$ cat config.mk
export PLATFORM = sky130hd
export DESIGN_NAME = call_stack_time_profiler
export DESIGN_NICKNAME = d
export VERILOG_FILES = /design/src/sv/cstp_pkg.sv /design/src/sv/call_stack_time_profiler.sv /design/src/sv/cstp_ctrl.sv /design/src/sv/cstp_datapath.sv
export SDC_FILE = /design/constraint.sdc
export NUM_CORES = 2
export LEC_CHECK = 0
export BUFFER_PORTS_ARGS = -buffer_cell sky130_fd_sc_hd__buf_4
export CORE_UTILIZATION = 42
export DETAILED_ROUTE_END_ITERATION = 8
export GPL_TIMING_DRIVEN = 0
export PLACE_DENSITY = 0.61
export SLEW_MARGIN = 40
export SYNTH_ARGS = -nofsm -noshare
export SYNTH_HDL_FRONTEND = slang
export SYNTH_SLANG_ARGS = --single-unit
export TNS_END_PERCENT = 30
$ cat constraint.sdc
create_clock -name aclk -period 19.1 [get_ports aclk]
set_clock_uncertainty 0.1 [all_clocks]
set_input_delay 0.955 -clock aclk [delete_from_list [all_inputs] [get_ports aclk]]
set_output_delay 0.955 -clock aclk [all_outputs]
set_load 0.02 [all_outputs]
$ cat src/sv/cstp_pkg.sv
// shared constants, types and controller/datapath interface structs for the call-stack profiler
package cstp_pkg;

    // sizes
    localparam int NUM_FUNCS   = 16;
    localparam int STACK_DEPTH = 32;
    localparam int FUNC_W      = 4;
    localparam int TS_W        = 32;
    localparam int CALLS_W     = 32;
    localparam int TICKS_W     = 48;
    localparam int DEPTH_W     = 6;

    localparam int FUNC_AW     = $clog2(NUM_FUNCS);
    localparam int STACK_AW    = $clog2(STACK_DEPTH);
    localparam int LEVEL_W     = $clog2(STACK_DEPTH + 1);

    // stream packing
    localparam int IN_FIELDS_W  = FUNC_W + TS_W;
    localparam int IN_DATA_W    = ((IN_FIELDS_W + 7) / 8) * 8;
    localparam int OUT_FIELDS_W = FUNC_W + CALLS_W + 2 * TICKS_W + 1;
    localparam int OUT_DATA_W   = ((OUT_FIELDS_W + 7) / 8) * 8;
    localparam int OUT_PAD_W    = OUT_DATA_W - OUT_FIELDS_W;

    // event kinds
    localparam logic OP_ENTER = 1'b0;
    localparam logic OP_EXIT  = 1'b1;

    typedef enum logic [2:0] {
        S_IDLE,
        S_EXEC,
        S_FETCH,
        S_SELF,
        S_CALLER,
        S_REPORT
    } state_t;

    typedef struct packed {
        logic [FUNC_W-1:0] func;
        logic [TS_W-1:0]   start;
    } stk_entry_t;

    // controller to datapath
    typedef struct packed {
        logic               latch_in;
        logic               do_enter;
        logic               do_pop;
        logic               do_fetch;
        logic               do_self;
        logic               do_caller;
        logic               load_rec;
        logic               rec_last;
        logic [FUNC_AW-1:0] rpt_idx;
    } cmd_t;

    // datapath to controller
    typedef struct packed {
        logic is_exit;
        logic exit_ok;
        logic level_zero;
        logic out_free;
    } sts_t;

endpackage

$ cat src/sv/call_stack_time_profiler.sv
// call-stack time profiler top level: controller and datapath
// enter event: latched in S_IDLE, pushed in S_EXEC; exit inside a nested call: S_EXEC, S_FETCH, S_SELF, S_CALLER
// outermost exit: S_EXEC, S_FETCH, S_SELF, then one record per function (16), one per cycle while m_tready holds
// the single-port call stack memory with registered read and one table access per cycle set these steps
// a new event is taken while the final record still waits in the output register
// reset: synchronous active-low aresetn clears stack level, tables, overflow flag; enable set to 1
module call_stack_time_profiler (
    input  logic                                aclk,
    input  logic                                aresetn,
    input  logic                                cfg_we,
    input  logic                                cfg_wdata,
    input  logic                                s_tvalid,
    output logic                                s_tready,
    // func_id [3:0], timestamp [35:4], zero pad above
    input  logic [cstp_pkg::IN_DATA_W-1:0]      s_tdata,
    // op [0]
    input  logic [0:0]                          s_tuser,
    output logic                                m_tvalid,
    input  logic                                m_tready,
    // rec_func [3:0], call_count [35:4], self_ticks [83:36], total_ticks [131:84],
    // overflow_seen [132], zero pad above
    output logic [cstp_pkg::OUT_DATA_W-1:0]     m_tdata,
    output logic                                m_tlast
);

    cstp_pkg::cmd_t cmd;
    cstp_pkg::sts_t sts;

    // sequencing
    cstp_ctrl u_ctrl (
        .aclk     (aclk),
        .aresetn  (aresetn),
        .s_tvalid (s_tvalid),
        .s_tready (s_tready),
        .sts      (sts),
        .cmd      (cmd)
    );

    // storage and arithmetic
    cstp_datapath u_datapath (
        .aclk      (aclk),
        .aresetn   (aresetn),
        .cfg_we    (cfg_we),
        .cfg_wdata (cfg_wdata),
        .s_tdata   (s_tdata),
        .s_tuser   (s_tuser),
        .cmd       (cmd),
        .sts       (sts),
        .m_tvalid  (m_tvalid),
        .m_tready  (m_tready),
        .m_tdata   (m_tdata),
        .m_tlast   (m_tlast)
    );

endmodule

$ cat src/sv/cstp_ctrl.sv
// controller state machine: event sequencing and report walk
module cstp_ctrl (
    input  logic            aclk,
    input  logic            aresetn,
    input  logic            s_tvalid,
    output logic            s_tready,
    input  cstp_pkg::sts_t  sts,
    output cstp_pkg::cmd_t  cmd
);

    cstp_pkg::state_t               state_reg, state_next;
    logic [cstp_pkg::FUNC_AW-1:0]   idx_reg, idx_next;
    logic                           idx_last;

    assign idx_last = (idx_reg == cstp_pkg::FUNC_AW'(cstp_pkg::NUM_FUNCS - 1));

    // state and report counter
    always_ff @(posedge aclk) begin
        if (!aresetn) begin
            state_reg <= cstp_pkg::S_IDLE;
            idx_reg   <= '0;
        end else begin
            state_reg <= state_next;
            idx_reg   <= idx_next;
        end
    end

    // next state
    always_comb begin
        state_next = state_reg;
        idx_next   = idx_reg;
        case (state_reg)
            cstp_pkg::S_IDLE: begin
                if (s_tvalid) state_next = cstp_pkg::S_EXEC;
            end
            cstp_pkg::S_EXEC: begin
                if (sts.is_exit && sts.exit_ok) state_next = cstp_pkg::S_FETCH;
                else state_next = cstp_pkg::S_IDLE;
            end
            cstp_pkg::S_FETCH: begin
                state_next = cstp_pkg::S_SELF;
            end
            cstp_pkg::S_SELF: begin
                if (sts.level_zero) begin
                    state_next = cstp_pkg::S_REPORT;
                    idx_next   = '0;
                end else begin
                    state_next = cstp_pkg::S_CALLER;
                end
            end
            cstp_pkg::S_CALLER: begin
                state_next = cstp_pkg::S_IDLE;
            end
            cstp_pkg::S_REPORT: begin
                if (sts.out_free) begin
                    idx_next = idx_reg + cstp_pkg::FUNC_AW'(1);
                    if (idx_last) state_next = cstp_pkg::S_IDLE;
                end
            end
            default: begin
                state_next = cstp_pkg::S_IDLE;
            end
        endcase
    end

    // outputs
    always_comb begin
        cmd         = '0;
        cmd.rpt_idx = idx_reg;
        cmd.rec_last = idx_last;
        s_tready    = 1'b0;
        case (state_reg)
            cstp_pkg::S_IDLE: begin
                s_tready     = 1'b1;
                cmd.latch_in = s_tvalid;
            end
            cstp_pkg::S_EXEC: begin
                cmd.do_enter = !sts.is_exit;
                cmd.do_pop   = sts.is_exit && sts.exit_ok;
            end
            cstp_pkg::S_FETCH:  cmd.do_fetch  = 1'b1;
            cstp_pkg::S_SELF:   cmd.do_self   = 1'b1;
            cstp_pkg::S_CALLER: cmd.do_caller = 1'b1;
            cstp_pkg::S_REPORT: cmd.load_rec  = sts.out_free;
            default: begin
                cmd.do_enter = 1'b0;
            end
        endcase
    end

    // a record is only loaded into a free output register
    a_load_free: assert property (@(posedge aclk) disable iff (!aresetn)
        cmd.load_rec |-> sts.out_free)
        else $error("record loaded while output register busy");

    // the final record ends the report walk
    a_last_idle: assert property (@(posedge aclk) disable iff (!aresetn)
        (cmd.load_rec && cmd.rec_last) |=> (state_reg == cstp_pkg::S_IDLE))
        else $error("report walk did not end after final record");

    // a pop always leads to the fetch of the popped entry
    a_pop_fetch: assert property (@(posedge aclk) disable iff (!aresetn)
        cmd.do_pop |=> cmd.do_fetch)
        else $error("pop not followed by fetch");

endmodule

$ cat src/sv/cstp_datapath.sv
// datapath: call stack memory, per-function tables, elapsed time and output register
module cstp_datapath (
    input  logic                                aclk,
    input  logic                                aresetn,
    input  logic                                cfg_we,
    input  logic                                cfg_wdata,
    input  logic [cstp_pkg::IN_DATA_W-1:0]      s_tdata,
    input  logic [0:0]                          s_tuser,
    input  cstp_pkg::cmd_t                      cmd,
    output cstp_pkg::sts_t                      sts,
    output logic                                m_tvalid,
    input  logic                                m_tready,
    output logic [cstp_pkg::OUT_DATA_W-1:0]     m_tdata,
    output logic                                m_tlast
);

    // latched event
    logic                               op_reg;
    logic [cstp_pkg::FUNC_W-1:0]        fid_reg;
    logic [cstp_pkg::TS_W-1:0]          ts_reg;

    // control state
    logic                               enable_reg;
    logic                               overflow_reg;
    logic [cstp_pkg::LEVEL_W-1:0]       level_reg, level_next;
    logic [cstp_pkg::LEVEL_W-1:0]       level_m1;

    // call stack memory
    cstp_pkg::stk_entry_t               stack_mem [cstp_pkg::STACK_DEPTH];
    cstp_pkg::stk_entry_t               rd_data_reg;
    logic                               rd_en;
    logic [cstp_pkg::STACK_AW-1:0]      rd_addr;
    logic                               wr_en;
    cstp_pkg::stk_entry_t               wr_data;

    // popped function and its elapsed time
    logic [cstp_pkg::FUNC_AW-1:0]       f_reg;
    logic [cstp_pkg::TS_W-1:0]          elapsed_reg;
    logic [cstp_pkg::TICKS_W-1:0]       elapsed_ext;

    // per-function tables
    logic [cstp_pkg::CALLS_W-1:0]       calls_reg [cstp_pkg::NUM_FUNCS];
    logic [cstp_pkg::TICKS_W-1:0]       self_reg  [cstp_pkg::NUM_FUNCS];
    logic [cstp_pkg::TICKS_W-1:0]       total_reg [cstp_pkg::NUM_FUNCS];
    logic [cstp_pkg::DEPTH_W-1:0]       depth_reg [cstp_pkg::NUM_FUNCS];
    logic [cstp_pkg::FUNC_AW-1:0]       tbl_addr;
    logic [cstp_pkg::CALLS_W-1:0]       calls_rd, calls_next;
    logic [cstp_pkg::TICKS_W-1:0]       self_rd, self_next;
    logic [cstp_pkg::TICKS_W-1:0]       total_rd, total_next;
    logic [cstp_pkg::DEPTH_W-1:0]       depth_rd, depth_next;
    logic                               calls_we, self_we, total_we, depth_we;

    // enter checks
    logic                               fid_ok;
    logic                               stack_full;
    logic                               enter_ok;

    // output register
    logic                               m_tvalid_reg;
    logic [cstp_pkg::FUNC_W-1:0]        rec_func_reg;
    logic [cstp_pkg::CALLS_W-1:0]       rec_calls_reg;
    logic [cstp_pkg::TICKS_W-1:0]       rec_self_reg;
    logic [cstp_pkg::TICKS_W-1:0]       rec_total_reg;
    logic                               rec_ovf_reg;
    logic                               rec_last_reg;

    assign level_m1    = level_reg - cstp_pkg::LEVEL_W'(1);
    assign fid_ok      = ({1'b0, fid_reg} < (cstp_pkg::FUNC_W + 1)'(cstp_pkg::NUM_FUNCS));
    assign stack_full  = (level_reg >= cstp_pkg::LEVEL_W'(cstp_pkg::STACK_DEPTH));
    assign enter_ok    = fid_ok && !stack_full;
    assign elapsed_ext = {{(cstp_pkg::TICKS_W - cstp_pkg::TS_W){1'b0}}, elapsed_reg};

    // status to controller
    assign sts.is_exit    = (op_reg == cstp_pkg::OP_EXIT);
    assign sts.exit_ok    = enable_reg && (level_reg != '0);
    assign sts.level_zero = (level_reg == '0);
    assign sts.out_free   = !m_tvalid_reg || m_tready;

    // event capture and configuration
    always_ff @(posedge aclk) begin
        if (cmd.latch_in) begin
            op_reg  <= s_tuser[0];
            fid_reg <= s_tdata[cstp_pkg::FUNC_W-1:0];
            ts_reg  <= s_tdata[cstp_pkg::FUNC_W +: cstp_pkg::TS_W];
        end
    end

    always_ff @(posedge aclk) begin
        if (!aresetn) begin
            enable_reg <= 1'b1;
        end else if (cfg_we) begin
            enable_reg <= cfg_wdata;
        end
    end

    // stack level and overflow flag
    always_comb begin
        level_next = level_reg;
        if (cmd.do_enter && enter_ok) level_next = level_reg + cstp_pkg::LEVEL_W'(1);
        else if (cmd.do_pop) level_next = level_m1;
    end

    always_ff @(posedge aclk) begin
        if (!aresetn) begin
            level_reg    <= '0;
            overflow_reg <= 1'b0;
        end else begin
            level_reg <= level_next;
            if (cmd.do_enter && fid_ok && stack_full) overflow_reg <= 1'b1;
        end
    end

    // stack memory: push at level, read the entry below the level
    assign wr_en         = cmd.do_enter && enter_ok;
    assign wr_data.func  = fid_reg;
    assign wr_data.start = ts_reg;
    assign rd_en         = cmd.do_pop || cmd.do_fetch;
    assign rd_addr       = level_m1[cstp_pkg::STACK_AW-1:0];

    always_ff @(posedge aclk) begin
        if (wr_en) stack_mem[level_reg[cstp_pkg::STACK_AW-1:0]] <= wr_data;
        if (rd_en) rd_data_reg <= stack_mem[rd_addr];
    end

    // popped entry and elapsed ticks
    always_ff @(posedge aclk) begin
        if (cmd.do_fetch) begin
            f_reg       <= rd_data_reg.func[cstp_pkg::FUNC_AW-1:0];
            elapsed_reg <= ts_reg - rd_data_reg.start;
        end
    end

    // table address and read
    always_comb begin
        if (cmd.do_enter) tbl_addr = fid_reg[cstp_pkg::FUNC_AW-1:0];
        else if (cmd.do_self) tbl_addr = f_reg;
        else if (cmd.do_caller) tbl_addr = rd_data_reg.func[cstp_pkg::FUNC_AW-1:0];
        else tbl_addr = cmd.rpt_idx;
    end

    assign calls_rd = calls_reg[tbl_addr];
    assign self_rd  = self_reg[tbl_addr];
    assign total_rd = total_reg[tbl_addr];
    assign depth_rd = depth_reg[tbl_addr];

    // table update values
    always_comb begin
        calls_we   = 1'b0;
        self_we    = 1'b0;
        total_we   = 1'b0;
        depth_we   = 1'b0;
        calls_next = calls_rd;
        self_next  = self_rd;
        total_next = total_rd;
        depth_next = depth_rd;
        if (cmd.do_enter && enter_ok) begin
            calls_we   = 1'b1;
            depth_we   = 1'b1;
            calls_next = calls_rd + cstp_pkg::CALLS_W'(1);
            depth_next = depth_rd + cstp_pkg::DEPTH_W'(1);
        end else if (cmd.do_self) begin
            self_we    = 1'b1;
            self_next  = self_rd + elapsed_ext;
            total_we   = (depth_rd == cstp_pkg::DEPTH_W'(1));
            total_next = total_rd + elapsed_ext;
            depth_we   = (depth_rd != '0);
            depth_next = depth_rd - cstp_pkg::DEPTH_W'(1);
        end else if (cmd.do_caller) begin
            self_we   = 1'b1;
            self_next = self_rd - elapsed_ext;
        end else if (cmd.load_rec) begin
            calls_we   = 1'b1;
            self_we    = 1'b1;
            total_we   = 1'b1;
            calls_next = '0;
            self_next  = '0;
            total_next = '0;
        end
    end

    // table registers
    always_ff @(posedge aclk) begin
        if (!aresetn) begin
            for (int i = 0; i < cstp_pkg::NUM_FUNCS; i++) begin
                calls_reg[i] <= '0;
                self_reg[i]  <= '0;
                total_reg[i] <= '0;
                depth_reg[i] <= '0;
            end
        end else begin
            if (calls_we) calls_reg[tbl_addr] <= calls_next;
            if (self_we)  self_reg[tbl_addr]  <= self_next;
            if (total_we) total_reg[tbl_addr] <= total_next;
            if (depth_we) depth_reg[tbl_addr] <= depth_next;
        end
    end

    // output register
    always_ff @(posedge aclk) begin
        if (!aresetn) begin
            m_tvalid_reg <= 1'b0;
        end else if (cmd.load_rec) begin
            m_tvalid_reg <= 1'b1;
        end else if (m_tready) begin
            m_tvalid_reg <= 1'b0;
        end
    end

    always_ff @(posedge aclk) begin
        if (cmd.load_rec) begin
            rec_func_reg  <= cstp_pkg::FUNC_W'(cmd.rpt_idx);
            rec_calls_reg <= calls_rd;
            rec_self_reg  <= self_rd;
            rec_total_reg <= total_rd;
            rec_ovf_reg   <= overflow_reg;
            rec_last_reg  <= cmd.rec_last;
        end
    end

    assign m_tvalid = m_tvalid_reg;
    assign m_tlast  = rec_last_reg;
    assign m_tdata  = {{cstp_pkg::OUT_PAD_W{1'b0}}, rec_ovf_reg, rec_total_reg,
                       rec_self_reg, rec_calls_reg, rec_func_reg};

    // stack level stays within the stack
    a_level_bound: assert property (@(posedge aclk) disable iff (!aresetn)
        level_reg <= cstp_pkg::LEVEL_W'(cstp_pkg::STACK_DEPTH))
        else $error("stack level beyond stack depth");

    // a pop never underflows the stack
    a_pop_nonempty: assert property (@(posedge aclk) disable iff (!aresetn)
        cmd.do_pop |-> (level_reg != '0) && enable_reg)
        else $error("pop on empty stack or while disabled");

    // a loaded record is presented in the next cycle
    a_rec_valid: assert property (@(posedge aclk) disable iff (!aresetn)
        cmd.load_rec |=> m_tvalid_reg)
        else $error("loaded record not presented");

endmodule
# Word level (Yosys, flattened, before mapping)
# Memory sizes are Yosys's and may differ from the RTL's. A register that Yosys moved wholly into a read port is not among the register bits.
# Cells that the tools add are included.
[totals]
regBits = 223
ramBits = 3296
in_bits = 47
out_inout_bits = 139
word_cells = 142
n_memories = 5
[mem_list]
columns = ["name", "depth", "width", "rd", "rd_ports_with_merged_regs", "write_ports", "line", "text"]
rows = [
  ["u_datapath.stack_mem", 32, 36, 1, 1, 1, "cstp_datapath.sv:29", "cstp_pkg::stk_entry_t stack_mem [cstp_pkg::STACK_DEPTH];"],
  ["u_datapath.self_reg", 16, 48, 1, 0, 16, "cstp_datapath.sv:43", "logic [cstp_pkg::TICKS_W-1:0] self_reg [cstp_pkg::NUM_FUNCS];"],
  ["u_datapath.total_reg", 16, 48, 1, 0, 16, "cstp_datapath.sv:44", "logic [cstp_pkg::TICKS_W-1:0] total_reg [cstp_pkg::NUM_FUNCS];"],
  ["u_datapath.calls_reg", 16, 32, 1, 0, 16, "cstp_datapath.sv:42", "logic [cstp_pkg::CALLS_W-1:0] calls_reg [cstp_pkg::NUM_FUNCS];"],
  ["u_datapath.depth_reg", 16, 6, 1, 0, 16, "cstp_datapath.sv:45", "logic [cstp_pkg::DEPTH_W-1:0] depth_reg [cstp_pkg::NUM_FUNCS];"],
]
[op_classes]
add_sub_neg = 10
magnitude_cmp = 1
eq_ne = 11
muxes = 76
reduce_logical = 22
[op_table]
columns = ["cell", "count"]
rows = [
  ["48-bit two-way mux", 10],
  ["32-bit two-way mux", 5],
  ["48-bit by 32-bit adder with 48-bit output", 2],
  ["48-bit OR reduction", 2],
  ["48-bit by 32-bit subtractor with 48-bit output", 1],
  ["1-bit two-way mux", 41],
  ["4-bit two-way mux", 9],
  ["32-bit by 1-bit adder with 32-bit output, second input constant", 1],
  ["32-bit OR reduction", 1],
  ["32-bit subtractor", 1],
  ["6-bit two-way mux", 5],
  ["3-bit one-hot mux with 5 select lines", 1],
  ["6-bit by 1-bit adder with 6-bit output, second input constant", 2],
  ["6-bit nonzero test", 2],
  ["6-bit by 1-bit subtractor with 6-bit output, second input constant", 2],
  ["3-bit two-way mux", 3],
  ["4-bit one-hot mux with 2 select lines", 1],
  ["3-bit by 2-bit == test with 1-bit output, second input constant", 2],
  ["3-bit == test, second input constant", 2],
  ["6-bit by 1-bit == test with 1-bit output, second input constant", 1],
  ["6-bit >= comparator, second input constant", 1],
  ["6-bit zero test", 1],
  ["3-bit AND reduction", 2],
  ["2-bit nonzero test", 3],
  ["other kinds (11)", 19],
]

# Depth between registers and ports, before layout
# An unclocked memory read counts as a cell.
[depth]
word_depth = 14
depth_mapped = 37
depth_no_buf = 23

# Modules after synthesis
# Synthesis repeated with hierarchy kept, for this count alone.
[hier_totals]
cells_unflattened = 11520
hier_area_um2 = 157320.9
[modules_own_cells]
columns = ["module", "n_inst", "cells_each", "area_per_inst_um2", "seq_area_each_um2"]
rows = [
  ["cstp_datapath", 1, 11469, 156867.9, 106452.1],
  ["cstp_ctrl", 1, 51, 452.9, 140.1],
]

# Worst setup path after synthesis
# No wires, ideal clock.
[synth_path]
path_kind = "reg2reg"
startpoint = "register u_ctrl.state_reg[0]"
endpoint = "memory u_datapath.self_reg[7][42] in the netlist's numbering (data pin)"
setup_ps = 266
arrival_time_ps = 7985
required_time_ps = 18734
path_slack_ps = 10749
path_stages_with_launch = 36
path_buffers = 15
synth_period_minus_slack_ps = 8351
path_cell_list = "dfxtp_1 buf_6 or3b_1 buf_6 o22ai_2 o21a_2 buf_6 buf_6 buf_6 buf_4 buf_6 buf_2 buf_2 buf_2 clkbuf_1 buf_2 clkbuf_1 clkbuf_1 nand2_1 nand3_1 nand3_1 a31oi_1 ha_1 or3_1 nor3_1 o211ai_1 a2111oi_0 nor4_1 o21ba_2 o41ai_1 nand4_1 nor3_1 xnor2_1 a221oi_1 buf_2 nor2_1"
[synth_rtl]
columns = ["element", "line", "text"]
rows = [
  ["start: declaration", "cstp_ctrl.sv:11", "cstp_pkg::state_t state_reg, state_next;"],
  ["start signal: assignment", "cstp_ctrl.sv:20", "state_reg <= cstp_pkg::S_IDLE;"],
  ["start signal: assignment", "cstp_ctrl.sv:23", "state_reg <= state_next;"],
  ["end: declaration", "cstp_datapath.sv:43", ""],
]

==> flow_metrics.tcl <==
set metrics [dict create \
    drt-total-wl_mm 593 \
    crit_path_start "u_ctrl.state_reg[2]" \
    viasPerCell 6.13 \
    synth_edf_count 3539 \
    period_needed_ns 15.02 \
    drc 4 \
    die_h_um 612 \
    critPathSlowestCell "buf_1" \
    synthFlopType "edfxtp_1" \
    die-area_um2 374000 \
    hold_viol_final 0 \
    final_cell_count_no_fill 18200 \
    max-vdd-ir-drop_mv 0.0834 \
    yosysUniqueCellTypes 100 \
    grt_first_pass_wirelength_mm 810 \
    cts.sinks 3555 \
    postCtsHoldBufs 0 \
    dpl.hpwl_mm 415 \
    postCtsSetupRepairBufs 0 \
    grt_use_total_pct 30.9 \
    firstDrtPassIters 9 \
    fin_area_um2 181000 \
    worstReg2RegStart "u_ctrl.state_reg[2]" \
    max_freq_mhz 66.6 \
    slew_violations 0 \
    violations "design-rule violations" \
    hp-class "input port to flop" \
    nets 13100 \
    setup_viol 0 \
    min_from "s_tdata[15]" \
    root_buffer "clkbuf_16" \
    p_leak_uw 0.0630 \
    async_flop_share_pct 0 \
    cp-end-kind "flop" \
    crit_type "flop to flop" \
    clkSlewWorstSetupHoldPaths_ns 0.06 \
    grt_pass1_vias 104000 \
    powerDensity_nw_per_um2 100 \
    port_buffers 178 \
    period_share_pct 78.6 \
    yosys-top-cells-area "edfxtp_1 68%, mux4_2 5.7%, nor2_1 5.5%" \
    max-slew-margin-rel_pct 29.7 \
    htree_num_levels 5 \
    grt_start_max_net_pins 34 \
    fillCellCount 32300 \
    slowest_delay_ns 0.82 \
    synth_seq_cells 3555 \
    dpl-instance-area_um2 169000 \
    num_vias 111000 \
    clk_latency_ns 1.01 \
    tritoncts "yes" \
    cts_buffer_depth 4 \
    pin_count 186 \
    cp-start-kind "flop" \
    final_util_pct 49.0 \
    yosys.area.top_type "edfxtp_1" \
    die_x_um 612 \
    area_delta_synth_final_pct 16.0 \
    ant_nets 0 \
    cp.arrival_ns 15.58 \
    required_ns 19.65 \
    wire_per_inst_um 32.6 \
    start_util_pct 42.3 \
    rsz0062_at_grt "false" \
    dp.cells 17500 \
    hold_slack_ns 0.0825 \
    status "complete, but fails checks" \
    largest_reg_flops 1152 \
    layout-drive-gt1-share_pct 16.8 \
    cts_resized 0 \
    core_area_um2 369000 \
    antenna_found_initial 32 \
    syn_area_per_cell_um2 12.9 \
    cp_max_fo 11 \
    cp_common_cell "buf_2" \
    syn_inst 12100 \
    synth_area_um2 156000 \
    yosys.area.top_type_share_pct 68.1 \
    cts_buffers 378 \
    yosysSeqAreaShare_pct 68.3 \
    row_count 223 \
    first_iter_violations 18600 \
    fin_tns_setup_ns 0 \
    yosysWarnings 0 \
    grt_overflow 0 \
    worst_pin_slew_ns 1.05 \
    cap_viol_max_count 0 \
    routabilityCongestion 0.975 \
]
-- cells by family after synthesis --
family | share of synthesized area [%]
mux | 7.54
xor+xnor | 0.421
simple gates | 14.9
flops | 68.3
buf+inv | 3.00
fa+ha+maj | 1.15
other cells | 0.00240
compound gates | 4.70
-- final cells by class --
type	instances	area [µm²]	share of cell area, %
antenna	17	42.5	0.0235
buffer	923	4400	2.43
clock buffer	492	10100	5.58
clock inverter	200	1820	1.00
inverter	157	589	0.325
multi-input combinational	7482	46400	25.6
sequential	3555	107000	58.8
tap	4950	6190	3.42
timing repair buffer	411	4980	2.75
-- path summary, 6_finish.rpt --
kind              depth (start not counted)                    endpoint  slack, ns
setup reg to reg                         32  u_datapath.self_reg[2][42]       4.08
hold / removal                            1       u_datapath.ts_reg[11]       0.08
setup / recovery                         32  u_datapath.self_reg[2][42]       4.08
hold reg to reg                           0         u_datapath.f_reg[1]       0.40
-- synth_stat cells, types with 27 or more instances --
| cell | n |
|---|---|
| and3_1 | 122 |
| o211ai_1 | 35 |
| buf_1 | 88 |
| a22oi_1 | 48 |
| nand2b_1 | 27 |
| buf_4 | 39 |
| nor2_1 | 2272 |
| a31oi_1 | 105 |
| edfxtp_1 | 3539 |
| xnor2_1 | 48 |
| a311oi_1 | 113 |
| o21bai_1 | 32 |
| o211a_1 | 46 |
| a32oi_1 | 27 |
| clkbuf_1 | 523 |
| a21oi_1 | 172 |
| buf_2 | 250 |
| mux2_2 | 72 |
| a211oi_1 | 61 |
| mux4_2 | 394 |
| o21ai_0 | 81 |
| nand3_1 | 970 |
| nor3_1 | 77 |
| inv_1 | 156 |
| mux2i_1 | 207 |
| a21o_1 | 59 |
| nand2_1 | 1925 |
| ha_1 | 137 |
| nor2b_1 | 52 |
| xor2_1 | 27 |
-- where the power goes --
part / total [µW] / internal (µW) / switching (µW)
combinational: 2040 / 607 / 1430
sequential: 8840 / 8770 / 69.2
clock: 7280 / 4120 / 3160
-- worst max-delay path, delay by kind of cell, from the launching register on --
kind	cells	cell delay (ns)
flip-flops	1	0.30
AND/OR/NAND/NOR	9	2.49
XOR/XNOR	1	0.12
buffers and inverters	13	6.76
adder cells (fa/ha/maj)	1	0.51
AO/OA/AOI/OAI	8	4.35
-- metrics by stage --
step	total power, µW	setup WS [ns]
finish	18100	4.08
global route	18500	4.18
CTS	18100	4.90
detailed placement	10900	4.91
global placement	10900	2.74
floorplan	10100	10.75
-- placed cells by master (no fill, tap or decap), drive strengths merged, types with 59 or more instances in the layout --
cell	n
inv	167
a21oi	173
nand2	1926
nor2	2274
buf	808
mux4	394
edfxtp	3539
mux2	72
mux2i	208
ha	137
nor3	88
nand3	971
and3	122
o21ai	96
a211oi	61
a311oi	113
a31oi	107
clkinv	150
a21o	59
clkbuf	1018
-- metal layers --
layer  wire length (µm)  share of wire (%)  GRT usage [%]
met1             204000                 34           38.3
met2             262000                 44           47.4
met3              79200                 13           8.79
met4              47000                7.9           20.3
met5                539              0.091          0.452
(Power assumes the default switching activity.)
